**src/rtl/planar_pose_dead_reckoning_assert.svh**
```systemverilog
// Assertion macros shared by the planar pose dead reckoning RTL
`ifndef PLANAR_POSE_DEAD_RECKONING_ASSERT_SVH
`define PLANAR_POSE_DEAD_RECKONING_ASSERT_SVH
`ifndef SYNTHESIS
// same-cycle implication
`define PPDR_ASSERT_IMP(name, clk, rst_n, ante, cons, msg) \
    name: assert property (@(posedge clk) disable iff (!rst_n) (ante) |-> (cons)) \
        else $error(msg);
// next-cycle implication
`define PPDR_ASSERT_NEXT(name, clk, rst_n, ante, cons, msg) \
    name: assert property (@(posedge clk) disable iff (!rst_n) (ante) |=> (cons)) \
        else $error(msg);
`else
`define PPDR_ASSERT_IMP(name, clk, rst_n, ante, cons, msg)
`define PPDR_ASSERT_NEXT(name, clk, rst_n, ante, cons, msg)
`endif
`endif

```
**src/rtl/ppdr_pkg.sv**
```systemverilog
// Package: types, constants and the arctangent table of the pose integrator
package ppdr_pkg;

    // operand widths of the shared serial multipliers
    localparam int PPDR_MUL_W = 32;
    // CORDIC datapath and iteration count
    localparam int PPDR_TRIG_W = 32;
    localparam int PPDR_CORDIC_ITERS = 24;

    localparam logic [15:0] PPDR_TIME_STEP_RESET = 16'd2185;
    localparam logic signed [31:0] PPDR_X_RESET = 32'sd327680;
    // round(2^32 / (2*pi)): rad to 32-bit binary angle
    localparam logic [31:0] PPDR_BAM_PER_RAD = 32'd683565276;
    // 1/K CORDIC gain in Q2.30
    localparam logic signed [31:0] PPDR_CORDIC_GAIN = 32'sd652032874;
    localparam logic [16:0] PPDR_Q14_ONE = 17'd16384;

    typedef enum logic [2:0] {
        S_IDLE,
        S_MUL1,
        S_MUL2,
        S_ROT1,
        S_MUL3,
        S_SAT
    } t_state;

    // status of a multi-cycle arithmetic unit
    typedef struct packed {
        logic busy;
        logic done;
    } t_unit_stat;

    // atan(2^-i) with 2^32 = 2*pi
    function automatic logic [31:0] ppdr_atan(input logic [4:0] idx);
        logic [31:0] val;
        case (idx)
            5'd0:    val = 32'd536870912;
            5'd1:    val = 32'd316933406;
            5'd2:    val = 32'd167458907;
            5'd3:    val = 32'd85004756;
            5'd4:    val = 32'd42667331;
            5'd5:    val = 32'd21354465;
            5'd6:    val = 32'd10679838;
            5'd7:    val = 32'd5340245;
            5'd8:    val = 32'd2670163;
            5'd9:    val = 32'd1335087;
            5'd10:   val = 32'd667544;
            5'd11:   val = 32'd333772;
            5'd12:   val = 32'd166886;
            5'd13:   val = 32'd83443;
            5'd14:   val = 32'd41722;
            5'd15:   val = 32'd20861;
            5'd16:   val = 32'd10430;
            5'd17:   val = 32'd5215;
            5'd18:   val = 32'd2608;
            5'd19:   val = 32'd1304;
            5'd20:   val = 32'd652;
            5'd21:   val = 32'd326;
            5'd22:   val = 32'd163;
            5'd23:   val = 32'd81;
            default: val = 32'd0;
        endcase
        return val;
    endfunction

endpackage

```
**src/rtl/ppdr_serial_mul.sv**
```systemverilog
// Bit-serial unsigned shift-add multiplier, one multiplier bit per cycle
module ppdr_serial_mul #(
    parameter int A_W = ppdr_pkg::PPDR_MUL_W,
    parameter int B_W = ppdr_pkg::PPDR_MUL_W
) (
    input  logic                   i_clk,
    input  logic                   i_rst_n,
    input  logic                   i_start,
    input  logic [A_W-1:0]         i_a,
    input  logic [B_W-1:0]         i_b,
    output ppdr_pkg::t_unit_stat   o_stat,
    output logic [A_W+B_W-1:0]     o_prod
);
    import ppdr_pkg::*;

    localparam int CW = (B_W > 1) ? $clog2(B_W) : 1;

    logic               r_busy;
    logic               r_done;
    logic [CW-1:0]      r_cnt;
    logic [A_W-1:0]     r_a;
    logic [A_W+B_W-1:0] r_acc;
    logic [A_W:0]       w_sum;

    // upper half plus multiplicand when the current multiplier bit is set
    assign w_sum = {1'b0, r_acc[A_W+B_W-1:B_W]} + (r_acc[0] ? {1'b0, r_a} : '0);

    // control
    always_ff @(posedge i_clk) begin
        if (!i_rst_n) begin
            r_busy <= 1'b0;
            r_done <= 1'b0;
            r_cnt  <= '0;
        end else begin
            r_done <= 1'b0;
            if (i_start) begin
                r_busy <= 1'b1;
                r_cnt  <= CW'(B_W - 1);
            end else if (r_busy) begin
                if (r_cnt == '0) begin
                    r_busy <= 1'b0;
                    r_done <= 1'b1;
                end else begin
                    r_cnt <= r_cnt - 1'b1;
                end
            end
        end
    end

    // accumulator: multiplier bits shift out at the bottom
    always_ff @(posedge i_clk) begin
        if (i_start) begin
            r_a   <= i_a;
            r_acc <= {{A_W{1'b0}}, i_b};
        end else if (r_busy) begin
            r_acc <= {w_sum, r_acc[B_W-1:1]};
        end
    end

    assign o_stat.busy = r_busy;
    assign o_stat.done = r_done;
    assign o_prod      = r_acc;

endmodule

```
**src/rtl/ppdr_cordic.sv**
```systemverilog
// Iterative rotation-mode CORDIC: sine and cosine of a 32-bit binary angle
module ppdr_cordic #(
    parameter int ITERS = ppdr_pkg::PPDR_CORDIC_ITERS
) (
    input  logic                                    i_clk,
    input  logic                                    i_rst_n,
    input  logic                                    i_start,
    input  logic [31:0]                             i_angle,
    output ppdr_pkg::t_unit_stat                    o_stat,
    output logic signed [ppdr_pkg::PPDR_TRIG_W-1:0] o_sin,
    output logic signed [ppdr_pkg::PPDR_TRIG_W-1:0] o_cos
);
    import ppdr_pkg::*;

    localparam int IW = (ITERS > 1) ? $clog2(ITERS) : 1;

    logic                          r_busy;
    logic                          r_fin;
    logic                          r_done;
    logic [IW-1:0]                 r_it;
    logic                          r_flip;
    logic signed [PPDR_TRIG_W-1:0] r_x;
    logic signed [PPDR_TRIG_W-1:0] r_y;
    logic signed [32:0]            r_z;

    logic [31:0]                   w_fold;
    logic                          w_flip;
    logic [31:0]                   w_a;
    logic signed [PPDR_TRIG_W-1:0] w_xs;
    logic signed [PPDR_TRIG_W-1:0] w_ys;
    logic signed [32:0]            w_atan;

    // fold the left half-plane onto the right one
    assign w_fold = i_angle + 32'h4000_0000;
    assign w_flip = w_fold[31];
    assign w_a    = {i_angle[31] ^ w_flip, i_angle[30:0]};

    assign w_xs   = r_x >>> r_it;
    assign w_ys   = r_y >>> r_it;
    assign w_atan = $signed({1'b0, ppdr_atan(5'(r_it))});

    // control: ITERS micro-rotations, then a final step that undoes the fold
    always_ff @(posedge i_clk) begin
        if (!i_rst_n) begin
            r_busy <= 1'b0;
            r_fin  <= 1'b0;
            r_done <= 1'b0;
        end else begin
            r_fin  <= 1'b0;
            r_done <= r_fin;
            if (i_start) begin
                r_busy <= 1'b1;
            end else if (r_busy && (r_it == IW'(ITERS - 1))) begin
                r_busy <= 1'b0;
                r_fin  <= 1'b1;
            end
        end
    end

    // datapath
    always_ff @(posedge i_clk) begin
        if (i_start) begin
            r_it   <= '0;
            r_flip <= w_flip;
            r_x    <= PPDR_CORDIC_GAIN;
            r_y    <= '0;
            r_z    <= $signed({w_a[31], w_a});
        end else if (r_busy) begin
            r_it <= r_it + 1'b1;
            if (!r_z[32]) begin
                r_x <= r_x - w_ys;
                r_y <= r_y + w_xs;
                r_z <= r_z - w_atan;
            end else begin
                r_x <= r_x + w_ys;
                r_y <= r_y - w_xs;
                r_z <= r_z + w_atan;
            end
        end else if (r_fin && r_flip) begin
            r_x <= -r_x;
            r_y <= -r_y;
        end
    end

    assign o_stat.busy = r_busy | r_fin;
    assign o_stat.done = r_done;
    assign o_sin       = r_y;
    assign o_cos       = r_x;

endmodule

```
**src/rtl/planar_pose_dead_reckoning.sv**
```systemverilog
// Top level: fixed-point unicycle dead reckoning of planar pose
// Items are processed one at a time: a new item is accepted only in the idle state.
// Each item runs three bit-serial multiplies, a CORDIC rotation, then saturation
// and result load, all in series.
// The result sits in an output register, so the next item is taken while it waits.
// Synchronous active-low reset: x = 5.0 m, y = 0, heading = 0, time step = 2185 (about 1/30 s).
`include "planar_pose_dead_reckoning_assert.svh"
module planar_pose_dead_reckoning (
    input  logic               i_clk,
    input  logic               i_rst_n,
    // configuration
    input  logic               i_cfg_valid,
    output logic               o_cfg_ready,
    input  logic [15:0]        i_cfg_data,
    // input items
    input  logic               i_in_valid,
    output logic               o_in_ready,
    input  logic signed [15:0] i_speed,
    input  logic signed [15:0] i_yaw_rate,
    // result items
    output logic               o_out_valid,
    input  logic               i_out_ready,
    output logic signed [31:0] o_pos_x,
    output logic signed [31:0] o_pos_y,
    output logic signed [15:0] o_heading,
    output logic signed [15:0] o_quat_z,
    output logic signed [15:0] o_quat_w
);
    import ppdr_pkg::*;

    localparam int PW = 2 * PPDR_MUL_W;

    t_state                 r_state;
    t_state                 n_state;
    logic [15:0]            r_time_step;
    logic signed [31:0]     r_x;
    logic signed [31:0]     r_y;
    logic [15:0]            r_head;
    logic                   r_out_valid;
    logic signed [31:0]     r_out_x;
    logic signed [31:0]     r_out_y;
    logic [15:0]            r_out_head;
    logic [15:0]            r_out_qz;
    logic [15:0]            r_out_qw;
    logic                   r_spd_neg;
    logic                   r_yr_neg;
    logic                   r_s_neg;
    logic                   r_c_neg;
    logic [31:0]            r_sd_mag;
    logic [24:0]            r_inc_x;
    logic [24:0]            r_inc_y;

    logic                   w_in_xfer;
    logic [15:0]            w_spd_mag;
    logic [15:0]            w_yr_mag;
    logic                   w_ma_start;
    logic                   w_mb_start;
    logic [PPDR_MUL_W-1:0]  w_ma_a;
    logic [PPDR_MUL_W-1:0]  w_ma_b;
    logic [PPDR_MUL_W-1:0]  w_mb_a;
    logic [PPDR_MUL_W-1:0]  w_mb_b;
    t_unit_stat             w_ma_stat;
    t_unit_stat             w_mb_stat;
    logic [PW-1:0]          w_ma_prod;
    logic [PW-1:0]          w_mb_prod;
    logic                   w_cor_start;
    logic [31:0]            w_cor_angle;
    t_unit_stat             w_cor_stat;
    logic signed [31:0]     w_sin;
    logic signed [31:0]     w_cos;
    logic [31:0]            w_s_mag;
    logic [31:0]            w_c_mag;
    logic [15:0]            w_d16;
    logic [15:0]            w_head_new;
    logic signed [32:0]     w_sum_x;
    logic signed [32:0]     w_sum_y;
    logic signed [32:0]     w_ext_x;
    logic signed [32:0]     w_ext_y;
    logic signed [31:0]     w_x_sat;
    logic signed [31:0]     w_y_sat;
    logic                   w_out_load;

    // Q2.30 to Q1.14, round half away from zero, clamp to +-1.0
    function automatic logic [15:0] q14_round(input logic signed [31:0] v);
        logic [31:0] mag;
        logic [16:0] rnd;
        logic [16:0] lim;
        mag = v[31] ? 32'(-v) : 32'(v);
        rnd = {1'b0, mag[31:16]} + {16'b0, mag[15]};
        lim = (rnd > PPDR_Q14_ONE) ? PPDR_Q14_ONE : rnd;
        return v[31] ? 16'(-lim) : lim[15:0];
    endfunction

    assign o_cfg_ready = 1'b1;
    assign o_in_ready  = (r_state == S_IDLE);
    assign w_in_xfer   = i_in_valid && o_in_ready;

    // magnitudes; signs travel separately
    assign w_spd_mag = i_speed[15] ? 16'(-i_speed) : 16'(i_speed);
    assign w_yr_mag  = i_yaw_rate[15] ? 16'(-i_yaw_rate) : 16'(i_yaw_rate);
    assign w_s_mag   = w_sin[31] ? 32'(-w_sin) : 32'(w_sin);
    assign w_c_mag   = w_cos[31] ? 32'(-w_cos) : 32'(w_cos);

    // heading step: rounded |yr*dt*K| >> 44, applied modulo 2^16
    assign w_d16      = w_ma_prod[59:44] + {15'b0, w_ma_prod[43]};
    assign w_head_new = r_yr_neg ? (r_head - w_d16) : (r_head + w_d16);

    // position update with saturation
    assign w_ext_x = (r_spd_neg ^ r_s_neg) ? -$signed({8'b0, r_inc_x})
                                           : $signed({8'b0, r_inc_x});
    assign w_ext_y = (r_spd_neg ^ r_c_neg) ? $signed({8'b0, r_inc_y})
                                           : -$signed({8'b0, r_inc_y});
    assign w_sum_x = $signed({r_x[31], r_x}) + w_ext_x;
    assign w_sum_y = $signed({r_y[31], r_y}) + w_ext_y;
    assign w_x_sat = (w_sum_x[32] != w_sum_x[31])
                   ? (w_sum_x[32] ? 32'sh8000_0000 : 32'sh7FFF_FFFF) : w_sum_x[31:0];
    assign w_y_sat = (w_sum_y[32] != w_sum_y[31])
                   ? (w_sum_y[32] ? 32'sh8000_0000 : 32'sh7FFF_FFFF) : w_sum_y[31:0];

    // sequencer: next state and unit starts
    always_comb begin
        n_state     = r_state;
        w_ma_start  = 1'b0;
        w_mb_start  = 1'b0;
        w_cor_start = 1'b0;
        w_out_load  = 1'b0;
        w_ma_a      = {16'b0, w_yr_mag};
        w_ma_b      = {16'b0, r_time_step};
        w_mb_a      = {16'b0, w_spd_mag};
        w_mb_b      = {16'b0, r_time_step};
        w_cor_angle = {w_head_new, 16'b0};
        case (r_state)
            S_IDLE: begin
                if (w_in_xfer) begin
                    w_ma_start = 1'b1;
                    w_mb_start = 1'b1;
                    n_state    = S_MUL1;
                end
            end
            S_MUL1: begin
                if (w_ma_stat.done) begin
                    w_ma_start = 1'b1;
                    w_ma_a     = w_ma_prod[PPDR_MUL_W-1:0];
                    w_ma_b     = PPDR_BAM_PER_RAD;
                    n_state    = S_MUL2;
                end
            end
            S_MUL2: begin
                if (w_ma_stat.done) begin
                    w_cor_start = 1'b1;
                    n_state     = S_ROT1;
                end
            end
            S_ROT1: begin
                if (w_cor_stat.done) begin
                    w_ma_start  = 1'b1;
                    w_mb_start  = 1'b1;
                    w_ma_a      = r_sd_mag;
                    w_ma_b      = w_s_mag;
                    w_mb_a      = r_sd_mag;
                    w_mb_b      = w_c_mag;
                    // half heading for the quaternion terms runs beside the multiplies
                    w_cor_start = 1'b1;
                    w_cor_angle = {r_head[15], r_head, 15'b0};
                    n_state     = S_MUL3;
                end
            end
            S_MUL3: begin
                if (w_ma_stat.done) begin
                    n_state = S_SAT;
                end
            end
            S_SAT: begin
                if (!r_out_valid || i_out_ready) begin
                    w_out_load = 1'b1;
                    n_state    = S_IDLE;
                end
            end
            default: n_state = S_IDLE;
        endcase
    end

    // state register, pose state, configuration, output valid
    always_ff @(posedge i_clk) begin
        if (!i_rst_n) begin
            r_state     <= S_IDLE;
            r_time_step <= PPDR_TIME_STEP_RESET;
            r_x         <= PPDR_X_RESET;
            r_y         <= '0;
            r_head      <= '0;
            r_out_valid <= 1'b0;
        end else begin
            r_state <= n_state;
            if (i_cfg_valid && o_cfg_ready) begin
                r_time_step <= i_cfg_data;
            end
            if ((r_state == S_MUL2) && w_ma_stat.done) begin
                r_head <= w_head_new;
            end
            if (w_out_load) begin
                r_x         <= w_x_sat;
                r_y         <= w_y_sat;
                r_out_valid <= 1'b1;
            end else if (i_out_ready) begin
                r_out_valid <= 1'b0;
            end
        end
    end

    // per-item working registers and result payload
    always_ff @(posedge i_clk) begin
        if (w_in_xfer) begin
            r_spd_neg <= i_speed[15];
            r_yr_neg  <= i_yaw_rate[15];
        end
        if ((r_state == S_MUL1) && w_mb_stat.done) begin
            r_sd_mag <= w_mb_prod[31:0];
        end
        if ((r_state == S_ROT1) && w_cor_stat.done) begin
            r_s_neg <= w_sin[31];
            r_c_neg <= w_cos[31];
        end
        // rounded |sd*trig| >> 38
        if ((r_state == S_MUL3) && w_ma_stat.done) begin
            r_inc_x <= {1'b0, w_ma_prod[61:38]} + {24'b0, w_ma_prod[37]};
            r_inc_y <= {1'b0, w_mb_prod[61:38]} + {24'b0, w_mb_prod[37]};
        end
        if (w_out_load) begin
            r_out_x    <= w_x_sat;
            r_out_y    <= w_y_sat;
            r_out_head <= r_head;
            r_out_qz   <= q14_round(w_sin);
            r_out_qw   <= q14_round(w_cos);
        end
    end

    ppdr_serial_mul #(
        .A_W (PPDR_MUL_W),
        .B_W (PPDR_MUL_W)
    ) u_mul_a (
        .i_clk   (i_clk),
        .i_rst_n (i_rst_n),
        .i_start (w_ma_start),
        .i_a     (w_ma_a),
        .i_b     (w_ma_b),
        .o_stat  (w_ma_stat),
        .o_prod  (w_ma_prod)
    );

    ppdr_serial_mul #(
        .A_W (PPDR_MUL_W),
        .B_W (PPDR_MUL_W)
    ) u_mul_b (
        .i_clk   (i_clk),
        .i_rst_n (i_rst_n),
        .i_start (w_mb_start),
        .i_a     (w_mb_a),
        .i_b     (w_mb_b),
        .o_stat  (w_mb_stat),
        .o_prod  (w_mb_prod)
    );

    ppdr_cordic #(
        .ITERS (PPDR_CORDIC_ITERS)
    ) u_cordic (
        .i_clk   (i_clk),
        .i_rst_n (i_rst_n),
        .i_start (w_cor_start),
        .i_angle (w_cor_angle),
        .o_stat  (w_cor_stat),
        .o_sin   (w_sin),
        .o_cos   (w_cos)
    );

    assign o_out_valid = r_out_valid;
    assign o_pos_x     = r_out_x;
    assign o_pos_y     = r_out_y;
    assign o_heading   = r_out_head;
    assign o_quat_z    = r_out_qz;
    assign o_quat_w    = r_out_qw;

    // both position multiplies run in lockstep
    `PPDR_ASSERT_IMP(a_mul_lockstep, i_clk, i_rst_n, (r_state == S_MUL3) && w_ma_stat.done, w_mb_stat.done, "position multipliers out of step")
    // half-angle rotation is finished before the result is built
    `PPDR_ASSERT_IMP(a_cordic_done_at_sat, i_clk, i_rst_n, r_state == S_SAT, !w_cor_stat.busy, "quaternion rotation still running at result load")
    // a pending result blocks the next one
    `PPDR_ASSERT_NEXT(a_out_slot_hold, i_clk, i_rst_n, (r_state == S_SAT) && r_out_valid && !i_out_ready, r_state == S_SAT, "result overwritten before transfer")
    // heading moves only when the heading multiply completes
    `PPDR_ASSERT_NEXT(a_head_stable, i_clk, i_rst_n, !((r_state == S_MUL2) && w_ma_stat.done), $stable(r_head), "heading changed outside its update")

endmodule

```
**config.mk**
```make
export PLATFORM = sky130hd
export DESIGN_NAME = planar_pose_dead_reckoning
export DESIGN_NICKNAME = d
export VERILOG_FILES = /design/src/rtl/ppdr_pkg.sv /design/src/rtl/ppdr_serial_mul.sv /design/src/rtl/ppdr_cordic.sv /design/src/rtl/planar_pose_dead_reckoning.sv
export VERILOG_INCLUDE_DIRS = /design/src /design/src/rtl
export SDC_FILE = /design/constraint.sdc
export NUM_CORES = 2
export LEC_CHECK = 0
export ABC_AREA = 1
export BUFFER_PORTS_ARGS = -buffer_cell sky130_fd_sc_hd__buf_2
export CAP_MARGIN = 0
export CORE_AREA = 2 2 230 403
export DETAILED_ROUTE_END_ITERATION = 12
export DIE_AREA = 0 0 232 405
export GPL_ROUTABILITY_DRIVEN = 1
export PLACE_DENSITY = 0.74
export SLEW_MARGIN = 40
export SYNTH_ARGS = -nofsm -noshare
export SYNTH_HDL_FRONTEND = slang
export SYNTH_SLANG_ARGS = --single-unit
export TNS_END_PERCENT = 30
```
**constraint.sdc**
```tcl
create_clock -name i_clk -period 4.5 [get_ports i_clk]
set_input_delay 0.45 -clock i_clk [delete_from_list [all_inputs] [get_ports i_clk]]
set_output_delay 0.45 -clock i_clk [all_outputs]
set_load 0.005 [all_outputs]
```
==> run metrics <==
CTS clk-pin slew, worst paths 70 ps; cell area after technology mapping 49600 um2; number of placement rows 147; CTS H-tree lvls 3; Mean Syn Cell Area 7.10 um2; placer's final routability congestion estimate 1.04; number of antenna violations at the first check in global routing 16; classification of the worst-slack hold path in2reg; Pre-antenna DRT Iters 6; final setup slack of the worst path -626 ps; cell family with most CP delay simple AND/OR/NAND/NOR gates; violations in the final reports negative setup slack; clock tree from TritonCTS done; number of enable flip-flop cells after synthesis 360; distinct cell type count after synthesis 73; fraction of layout cells with a size suffix above 1 0.238; Via-to-Cell Ratio 5.68; clock root buffer sky130_fd_sc_hd__clkbuf_16; number of buffer cells added on primary ports 166; Startpoint Class flip-flop; FF-to-FF path depth 32; Routed WL per cell 20.0 um; register-to-register setup slack -630 ps; Post-Route Setup TNS -41490 ps; power density over the cells 886 nW/um2; net count after synthesis 7315; top area cells in the synthesized netlist sky130_fd_sc_hd__edfxtp_1 (22%), sky130_fd_sc_hd__nand2_1 (12%), sky130_fd_sc_hd__dfxtp_1 (11%); post-placement cell area 57200 um2; Die Span Y 405 um; number of top-level design ports 168; Req. time, crit path 5060 ps; pins over their slew limit 0; Yosys top cell area share 0.218; grt ovf 0; buffer and inverter count on the worst path 7; most common cell in the synthesized netlist sky130_fd_sc_hd__nand2_1; transition at the pin with the smallest max-transition slack 877 ps; Iter 0 DRT Violations 3620; type of element capturing the critical path flip-flop; Power Total 56.0 mW; total CTS buffers 67; largest net degree at the start of global routing 152; warnings from Yosys 0; Global Route Usage Sum 0.370; start-to-end type of the worst setup path reg2reg; half-perimeter wire length of the detailed placement result 139000 um; Post-route DRC 0; P_leak 29.9 nW; Worst Path Arrival 5680 ps; top flip-flop cell by instance count after synthesis sky130_fd_sc_hd__edfxtp_1; total number of vias 51900; most used cell along the critical path sky130_fd_sc_hd__nand2_2; share of the clock period used by the worst path after layout 1.14; Syn-to-layout area delta 27.5%; post-route design area 63200 um2; post-synthesis sequential area ratio 0.331; highest fanout seen on the critical path 5; post-layout net count 8224; IR drop worst, VDD 755 uV; dominant cell type by area after synthesis sky130_fd_sc_hd__edfxtp_1; outcome complete, but fails checks; Gate Count Post-Synth 6982; Initial Util 0.545; layout filler cell count 7636; Setup-failing EPs final 153; Post-synth top cells sky130_fd_sc_hd__nand2_1 (1602), sky130_fd_sc_hd__inv_1 (824), sky130_fd_sc_hd__nor2_1 (708); CP max stage delay 420 ps; relative slew slack 0.407; highest clock frequency the design can meet 195 MHz; post-synthesis register bit count 640; Die Outline Area 94000 um2; wire length of the first global-routing pass 270000 um; overall routed net length 183000 um; clock tree skew after final layout 33.9 ps; async set or reset register ratio after synthesis 0; antenna violation net count after detailed routing 0; Tmin final 5130 ps; clock latency on the worst-skew pair 680 ps; number of global-route vias before repair 50800; maximum buffer depth of the clock tree 3; # clock sinks 640; Die Span X 232 um; Worst Hold Depth 3; highest-delay cell along the critical path sky130_fd_sc_hd__edfxtp_1; Maximum Capacitance Violations 0; setup repair after global routing missed its margin yes; Post-CTS Hold Fix Bufs 0; Crit path depth 32; Core Region 91000 um2; hold violation total from the final report 0
==> through the flow <==
step / setup WS (ps) / hold WS (ps) / utilization / std cells
final: -626 / 84.4 / 0.695 / 9142
after global routing: -889 / 98.4 / 0.694 / 9138
after CTS: -279 / 45.4 / 0.674 / 9095
after detailed placement: -1010 / 438 / 0.628 / 8905
after global placement: -926 / 432 / 0.628 / 8905
after floorplan: 57.9 / 407 / - / 6982
==> metal layers <==
layer | track usage | routed length (um) | up-vias
li1 | - | - | 25100
met1 | 0.370 | 62600 | 24100
met2 | 0.665 | 90500 | 1935
met3 | 0.0605 | 11300 | 789
met4 | 0.312 | 18100 | 28
met5 | 0 | 198 | -
==> logic make-up after synthesis <==
kind of cell             count (synthesis)  synth area share
other                                    1         0.0000756
AO/OA/AOI/OAI                         1531             0.174
flip-flops                             640             0.331
buffers and inverters                 1102            0.0873
AND/OR/NAND/NOR                       2971             0.254
multiplexers                            25           0.00505
adder cells (fa/ha/maj)                280            0.0719
XOR/XNOR                               432            0.0765
==> power by group <==
part | switching (mW) | total [mW] | internal [mW]
clock network | 2.65 | 6.00 | 3.35
logic | 23.1 | 40.5 | 17.3
registers | 1.17 | 9.52 | 8.36
==> worst paths after layout <==
check,from,to
hold / removal,i_cfg_data[11],r_time_step[11]
setup / recovery,r_inc_x[2],r_x[21]
hold reg to reg,u_mul_b.o_prod[13],r_sd_mag[13]
setup reg to reg,r_inc_x[2],r_x[21]
==> cell type report <==
| class | count | area, um2 | share of cell area |
|---|---|---|---|
| repair buffers | 1094 | 8400 | 0.133 |
| diodes | 4 | 10.0 | 0.000158 |
| clock inverters | 40 | 443 | 0.00700 |
| flip-flops and latches | 640 | 16400 | 0.260 |
| inverters | 848 | 3210 | 0.0507 |
| clock buffers | 84 | 1860 | 0.0295 |
| well taps | 1192 | 1490 | 0.0236 |
| multi-input cells | 5240 | 31400 | 0.497 |
==> worst reg2reg max path, delay by kind of cell, from the launching register on <==
family | cells | cell delay (ps)
AO/OA/AOI/OAI | 1 | 60
buffers and inverters | 7 | 780
flip-flops | 1 | 420
adder cells (fa/ha/maj) | 1 | 330
AND/OR/NAND/NOR | 23 | 3430
==> repair_timing <==
action	4_1_cts	5_1_grt
setup buffers	60	45
hold endpoints to repair	0	0
endpoints found under the setup margin	176	195
pin swaps	98	175
gates cloned	8	1
resized for setup	437	412
==> cell usage in the layout (no fill, tap or decap), types with 75 or more instances in the layout <==
master | netlist | final
sky130_fd_sc_hd__nor2_1 | 708 | 663
sky130_fd_sc_hd__dfxtp_1 | 280 | 276
sky130_fd_sc_hd__a21oi_1 | 510 | 460
sky130_fd_sc_hd__ha_1 | 272 | 252
sky130_fd_sc_hd__nand2_2 | 40 | 114
sky130_fd_sc_hd__xor2_1 | 295 | 290
sky130_fd_sc_hd__nand2_1 | 1602 | 1477
sky130_fd_sc_hd__nor3_1 | 93 | 75
sky130_fd_sc_hd__xnor2_1 | 136 | 127
sky130_fd_sc_hd__edfxtp_1 | 360 | 360
sky130_fd_sc_hd__o21ai_1 | 37 | 106
sky130_fd_sc_hd__nand3_1 | 284 | 262
sky130_fd_sc_hd__buf_4 | 12 | 863
sky130_fd_sc_hd__buf_2 | 39 | 166
sky130_fd_sc_hd__o21ai_2 | 8 | 106
sky130_fd_sc_hd__o21ai_0 | 595 | 408
sky130_fd_sc_hd__inv_1 | 824 | 795
Note: power is estimated with default switching activity, not from simulation.
